===== src/hw/rtl/pipc_pkg.sv =====
package pipc_pkg;

    localparam int COORD_BITS = 24;
    localparam int DIFF_BITS  = COORD_BITS + 1;
    localparam int PROD_BITS  = 2 * DIFF_BITS;
    localparam int COUNT_BITS = 16;

    localparam int S_DATA_BITS = ((4 * COORD_BITS + 7) / 8) * 8;
    localparam int M_DATA_BITS = ((1 + COUNT_BITS + 7) / 8) * 8;

    localparam int CFG_INDEX_BITS = 8;

    localparam logic [CFG_INDEX_BITS-1:0] CFG_QUERY_X   = CFG_INDEX_BITS'(0);
    localparam logic [CFG_INDEX_BITS-1:0] CFG_QUERY_Y   = CFG_INDEX_BITS'(1);
    localparam logic [CFG_INDEX_BITS-1:0] CFG_RAY_END_X = CFG_INDEX_BITS'(2);
    localparam logic [CFG_INDEX_BITS-1:0] CFG_RAY_END_Y = CFG_INDEX_BITS'(3);

    localparam logic [COORD_BITS-1:0] RAY_END_RESET = COORD_BITS'(40000);

    typedef struct packed {
        logic signed [COORD_BITS-1:0] query_x;
        logic signed [COORD_BITS-1:0] query_y;
        logic signed [COORD_BITS-1:0] ray_end_x;
        logic signed [COORD_BITS-1:0] ray_end_y;
    } cfg_t;

    typedef struct packed {
        logic signed [COORD_BITS-1:0] start_x;
        logic signed [COORD_BITS-1:0] start_y;
        logic signed [COORD_BITS-1:0] end_x;
        logic signed [COORD_BITS-1:0] end_y;
        logic                         last;
    } edge_t;

    // coordinate differences for the four orientation tests
    typedef struct packed {
        logic signed [DIFF_BITS-1:0] qr_x;
        logic signed [DIFF_BITS-1:0] qr_y;
        logic signed [DIFF_BITS-1:0] qs_x;
        logic signed [DIFF_BITS-1:0] qs_y;
        logic signed [DIFF_BITS-1:0] qe_x;
        logic signed [DIFF_BITS-1:0] qe_y;
        logic signed [DIFF_BITS-1:0] se_x;
        logic signed [DIFF_BITS-1:0] se_y;
        logic signed [DIFF_BITS-1:0] sq_x;
        logic signed [DIFF_BITS-1:0] sq_y;
        logic signed [DIFF_BITS-1:0] sr_x;
        logic signed [DIFF_BITS-1:0] sr_y;
        logic                        box_ok;
        logic                        last;
    } diff_t;

    typedef struct packed {
        logic signed [PROD_BITS-1:0] s_a;
        logic signed [PROD_BITS-1:0] s_b;
        logic signed [PROD_BITS-1:0] e_a;
        logic signed [PROD_BITS-1:0] e_b;
        logic signed [PROD_BITS-1:0] q_a;
        logic signed [PROD_BITS-1:0] q_b;
        logic signed [PROD_BITS-1:0] r_a;
        logic signed [PROD_BITS-1:0] r_b;
        logic                        box_ok;
        logic                        last;
    } prod_t;

    typedef struct packed {
        logic hit;
        logic last;
    } hit_t;

endpackage


===== src/hw/rtl/pipc_prep.sv =====
module pipc_prep
    import pipc_pkg::*;
(
    input  logic  aclk,
    input  logic  aresetn,
    input  cfg_t  cfg,
    input  logic  in_valid,
    output logic  in_ready,
    input  edge_t in_item,
    output logic  out_valid,
    input  logic  out_ready,
    output diff_t out_item
);

    logic  valid_reg;
    diff_t diff_reg;
    diff_t diff_next;

    // inclusive overlap of [min(a,b), max(a,b)] and [min(c,d), max(c,d)]
    function automatic logic ranges_meet(
        input logic signed [COORD_BITS-1:0] a,
        input logic signed [COORD_BITS-1:0] b,
        input logic signed [COORD_BITS-1:0] c,
        input logic signed [COORD_BITS-1:0] d
    );
        logic signed [COORD_BITS-1:0] lo1;
        logic signed [COORD_BITS-1:0] hi1;
        logic signed [COORD_BITS-1:0] lo2;
        logic signed [COORD_BITS-1:0] hi2;
        lo1 = (a < b) ? a : b;
        hi1 = (a < b) ? b : a;
        lo2 = (c < d) ? c : d;
        hi2 = (c < d) ? d : c;
        return !(hi1 < lo2) && !(hi2 < lo1);
    endfunction

    always_comb begin
        diff_next.qr_x = DIFF_BITS'(cfg.ray_end_x) - DIFF_BITS'(cfg.query_x);
        diff_next.qr_y = DIFF_BITS'(cfg.ray_end_y) - DIFF_BITS'(cfg.query_y);
        diff_next.qs_x = DIFF_BITS'(in_item.start_x) - DIFF_BITS'(cfg.query_x);
        diff_next.qs_y = DIFF_BITS'(in_item.start_y) - DIFF_BITS'(cfg.query_y);
        diff_next.qe_x = DIFF_BITS'(in_item.end_x) - DIFF_BITS'(cfg.query_x);
        diff_next.qe_y = DIFF_BITS'(in_item.end_y) - DIFF_BITS'(cfg.query_y);
        diff_next.se_x = DIFF_BITS'(in_item.end_x) - DIFF_BITS'(in_item.start_x);
        diff_next.se_y = DIFF_BITS'(in_item.end_y) - DIFF_BITS'(in_item.start_y);
        diff_next.sq_x = DIFF_BITS'(cfg.query_x) - DIFF_BITS'(in_item.start_x);
        diff_next.sq_y = DIFF_BITS'(cfg.query_y) - DIFF_BITS'(in_item.start_y);
        diff_next.sr_x = DIFF_BITS'(cfg.ray_end_x) - DIFF_BITS'(in_item.start_x);
        diff_next.sr_y = DIFF_BITS'(cfg.ray_end_y) - DIFF_BITS'(in_item.start_y);
        diff_next.box_ok =
            ranges_meet(cfg.query_x, cfg.ray_end_x, in_item.start_x, in_item.end_x) &&
            ranges_meet(cfg.query_y, cfg.ray_end_y, in_item.start_y, in_item.end_y);
        diff_next.last = in_item.last;
    end

    assign in_ready  = !valid_reg || out_ready;
    assign out_valid = valid_reg;
    assign out_item  = diff_reg;

    always_ff @(posedge aclk) begin
        if (!aresetn) begin
            valid_reg <= 1'b0;
        end else if (in_ready) begin
            valid_reg <= in_valid;
        end
    end

    always_ff @(posedge aclk) begin
        if (in_ready && in_valid) begin
            diff_reg <= diff_next;
        end
    end

endmodule


===== config.mk =====
export PLATFORM = sky130hd
export DESIGN_NAME = pipc_prep
export DESIGN_NICKNAME = d
export VERILOG_FILES = /design/src/hw/rtl/pipc_pkg.sv /design/src/hw/rtl/pipc_prep.sv
export SDC_FILE = /design/constraint.sdc
export NUM_CORES = 1
export LEC_CHECK = 0
export BUFFER_PORTS_ARGS = -buffer_cell sky130_fd_sc_hd__buf_2
export CORE_ASPECT_RATIO = 1.1
export CORE_UTILIZATION = 52
export DETAILED_ROUTE_END_ITERATION = 8
export GPL_TIMING_DRIVEN = 0
export MAX_ROUTING_LAYER = met4
export PLACE_DENSITY = 0.86
export SETUP_SLACK_MARGIN = 0.05
export SYNTH_ARGS = -nofsm -noshare
export SYNTH_HDL_FRONTEND = slang
export SYNTH_SLANG_ARGS = --single-unit

===== constraint.sdc =====
create_clock -name aclk -period 8.71 [get_ports aclk]
set_input_delay 1.3065 -clock aclk [delete_from_list [all_inputs] [get_ports aclk]]
set_output_delay 1.3065 -clock aclk [all_outputs]
set_load 0.05 [all_outputs]

==> metrics <==
gr usage total 35.7%; Final nets 4009; Setup Viol. Count Final 0; largest net degree at the start of global routing 75; Slew headroom about a quarter; crit end category register; Filler cells 4308; total wire length 94400 um; most common cell after layout, fill and taps aside buf_2; ANT nets after route 0; die span in y 241 um; Port Buf Inserts 500; final instance area 0.0317 mm^2; cell taking the most area after synthesis edfxtp_1; number of synthesized flops with an enable pin 300; DRT Pass-1 Iters 6; commonest non-fill, non-tap cells in the layout 518 x buf_2, 380 x ha_1, 300 x edfxtp_1; Worst Path Arrival roughly 7.9 ns; Seq cells post-synth 301; Register Area roughly 0.0090 mm^2; layout cells sized above 1 a little under a fifth; number of global-route vias before repair 24000; TritonCTS clock tree built; DIE AREA 0.0528 mm^2; initial DRC count 2215; Synthesis Warnings 0; multi-input logic area around 0.017 mm^2; Rows 87; grt ovf 0; Reg2Reg Setup Slack ~6.4 ns; # DRC 0; Area growth syn-to-layout 17.4%; M1 WL 34100 um; gpl congestion ~1.0; Tmin final 7.47 ns; Slew Viols, Final 0; Top Metal Used met4; Hold Fails Final Rpt 0; Reg clk slew, reported paths 0.06 ns; post-synthesis cell count 2878; max-cap viol count 0; Hold/Removal Path Class register to register; die width 219 um; DR vias/cell between 6 and 7; CTS max path bufs 3; DR WL/cell 22.8 um; Critical Path RT between 9 and 10 ns; Max Freq 134 MHz; VDD IR max 243 uV; H-Tree Depth 2; Synth area leaders edfxtp_1 33%, ha_1 18%, xnor2_1 5.4%, a21oi_1 5.4%, a21o_1 3.9%; num ports 501; placed wire-length estimate ~78000 um; syn avg cell area ~9.4 um^2; vias 24800; sequential share of the synthesized area roughly 33%; # hold bufs at CTS 0; Distinct cells, synth 74; initial antenna violation count 18; Final Skew 0.0247 ns; Met2 Routed Length 46100 um; core area 0.0513 mm^2; Clk Latency, worst-skew pair about 0.57 ns; area of placed instances 0.0304 mm^2; WL met3 7360 um; Initial Utilization 52.6%; post-CTS setup buffers 0; Root Buffer clkbuf_16; hold_sp out_valid; setup TNS 0 ns; leading register cell type out of synthesis edfxtp_1; CTS resizes 0; CP Max Fanout 10; first-pass GRT wire length 137000 um; status complete, no violations; synthesized area 0.0270 mm^2; syn nets 3467; Tcrit/Tclk final 85.8%; Critical R2R Launch out_valid; Critical Path Start Type primary input; crit path from in_item[96]; clk sinks 301; RSZ-0062 raised after global routing no; post-synth top area share 33.4%; transition time at the pin with the least slew margin 1.09 ns; Setup CP Type primary input to register; P per Cell Area 195 mW/mm^2; Async S/R FF share, synth 0%; Leak 14.7 nW; total CTS buffers 36
[logic make-up after synthesis]
logic type      share of synthesized area (%)
compound gates                           20.4
simple gates                             12.4
fa+ha+maj                                18.5
flops                                    33.5
buf+inv                                  3.84
xor+xnor                                 7.69
mux                                      3.78
[stage by stage]
| step | hold slack, ns | instances | util [%] | total power (W) | setup slack (ns) |
|---|---|---|---|---|---|
| 2_1_floorplan | 1.15 | 2878 | - | 0.00386 | 2.71 |
| 4_1_cts | 0.589 | 4113 | 61.7 | 0.00618 | 1.40 |
| 3_3_place_gp | 0.553 | 4045 | 59.1 | 0.00457 | 0.843 |
| 5_1_grt | 0.623 | 4130 | 61.8 | 0.00645 | 1.13 |
| 3_5_place_dp | 0.579 | 4049 | 59.3 | 0.00459 | 0.821 |
| 6_report | 0.569 | 4133 | 61.8 | 0.00619 | 1.24 |
[cells in the mapped netlist (all sizes together), types with 18 or more instances]
cell type / n
nand3: 44
a21o: 139
nor2b: 58
o21ai: 202
nand2: 176
nor3: 45
o21a: 55
a31oi: 25
edfxtp: 300
o21bai: 20
xor2: 70
inv: 192
a21boi: 21
mux2: 46
mux2i: 50
a211oi: 18
nor2: 229
nand2b: 39
a21oi: 290
xnor2: 167
clkbuf: 42
nand4: 47
ha: 380
buf: 33
[registers in the layout, summed over array words and instances, names as in the netlist]
signal     count
out_valid      1
out_item     300
[power by group]
part | switching, W | internal, W | leakage [nW]
combinational | 0.00185 | 0.000837 | 11.2
clock | 0.000648 | 0.000928 | 0.580
sequential | 0.0000592 | 0.00187 | 2.91
total | 0.00256 | 0.00363 | 14.7
[worst max-delay path, cell delays in order]
cell and delay, ns:
buf_2 0.13, inv_1 0.13, ha_1 0.29, buf_2 0.24, nand4_1 0.24, nor3_2 0.41, nand2_1 0.12, o211ai_1 0.26
a31oi_1 0.09, mux2_1 0.22, buf_2 0.25, buf_1 0.45, buf_1 0.47, a21oi_1 0.17, ha_1 0.32, a21o_1 0.11
a21oi_1 0.06, o21ai_0 0.55, nor2_1 0.11, a211oi_1 0.72, nand4_1 0.19, nor3_1 0.50, o311ai_1 0.26, a311oi_1 0.24
[per-layer routing]
layer / track usage, % / up-vias
li1: - / 11700
met1: 38.0 / 11600
met2: 60.9 / 1215
met3: 6.18 / 303
met4: 23.9 / 0
met5: - / -
[final cells by class]
class                   instances  area share (%)
well taps                     667            2.63
diodes                         20           0.158
inverters                     192            2.28
clock inverters                24           0.829
plain buffers                  75           0.995
flip-flops and latches        301            28.5
multi-input cells            2310            53.4
clock buffers                  40            2.96
repair buffers                504            8.25
[final timing paths]
path / to / cells past startpoint
worst max register to register: out_item[17] / 4
worst min-delay path: out_valid / 2
worst max-delay path: out_item[1] / 24
worst min register to register: out_valid / 2
Power figures use the tool's default switching activity.
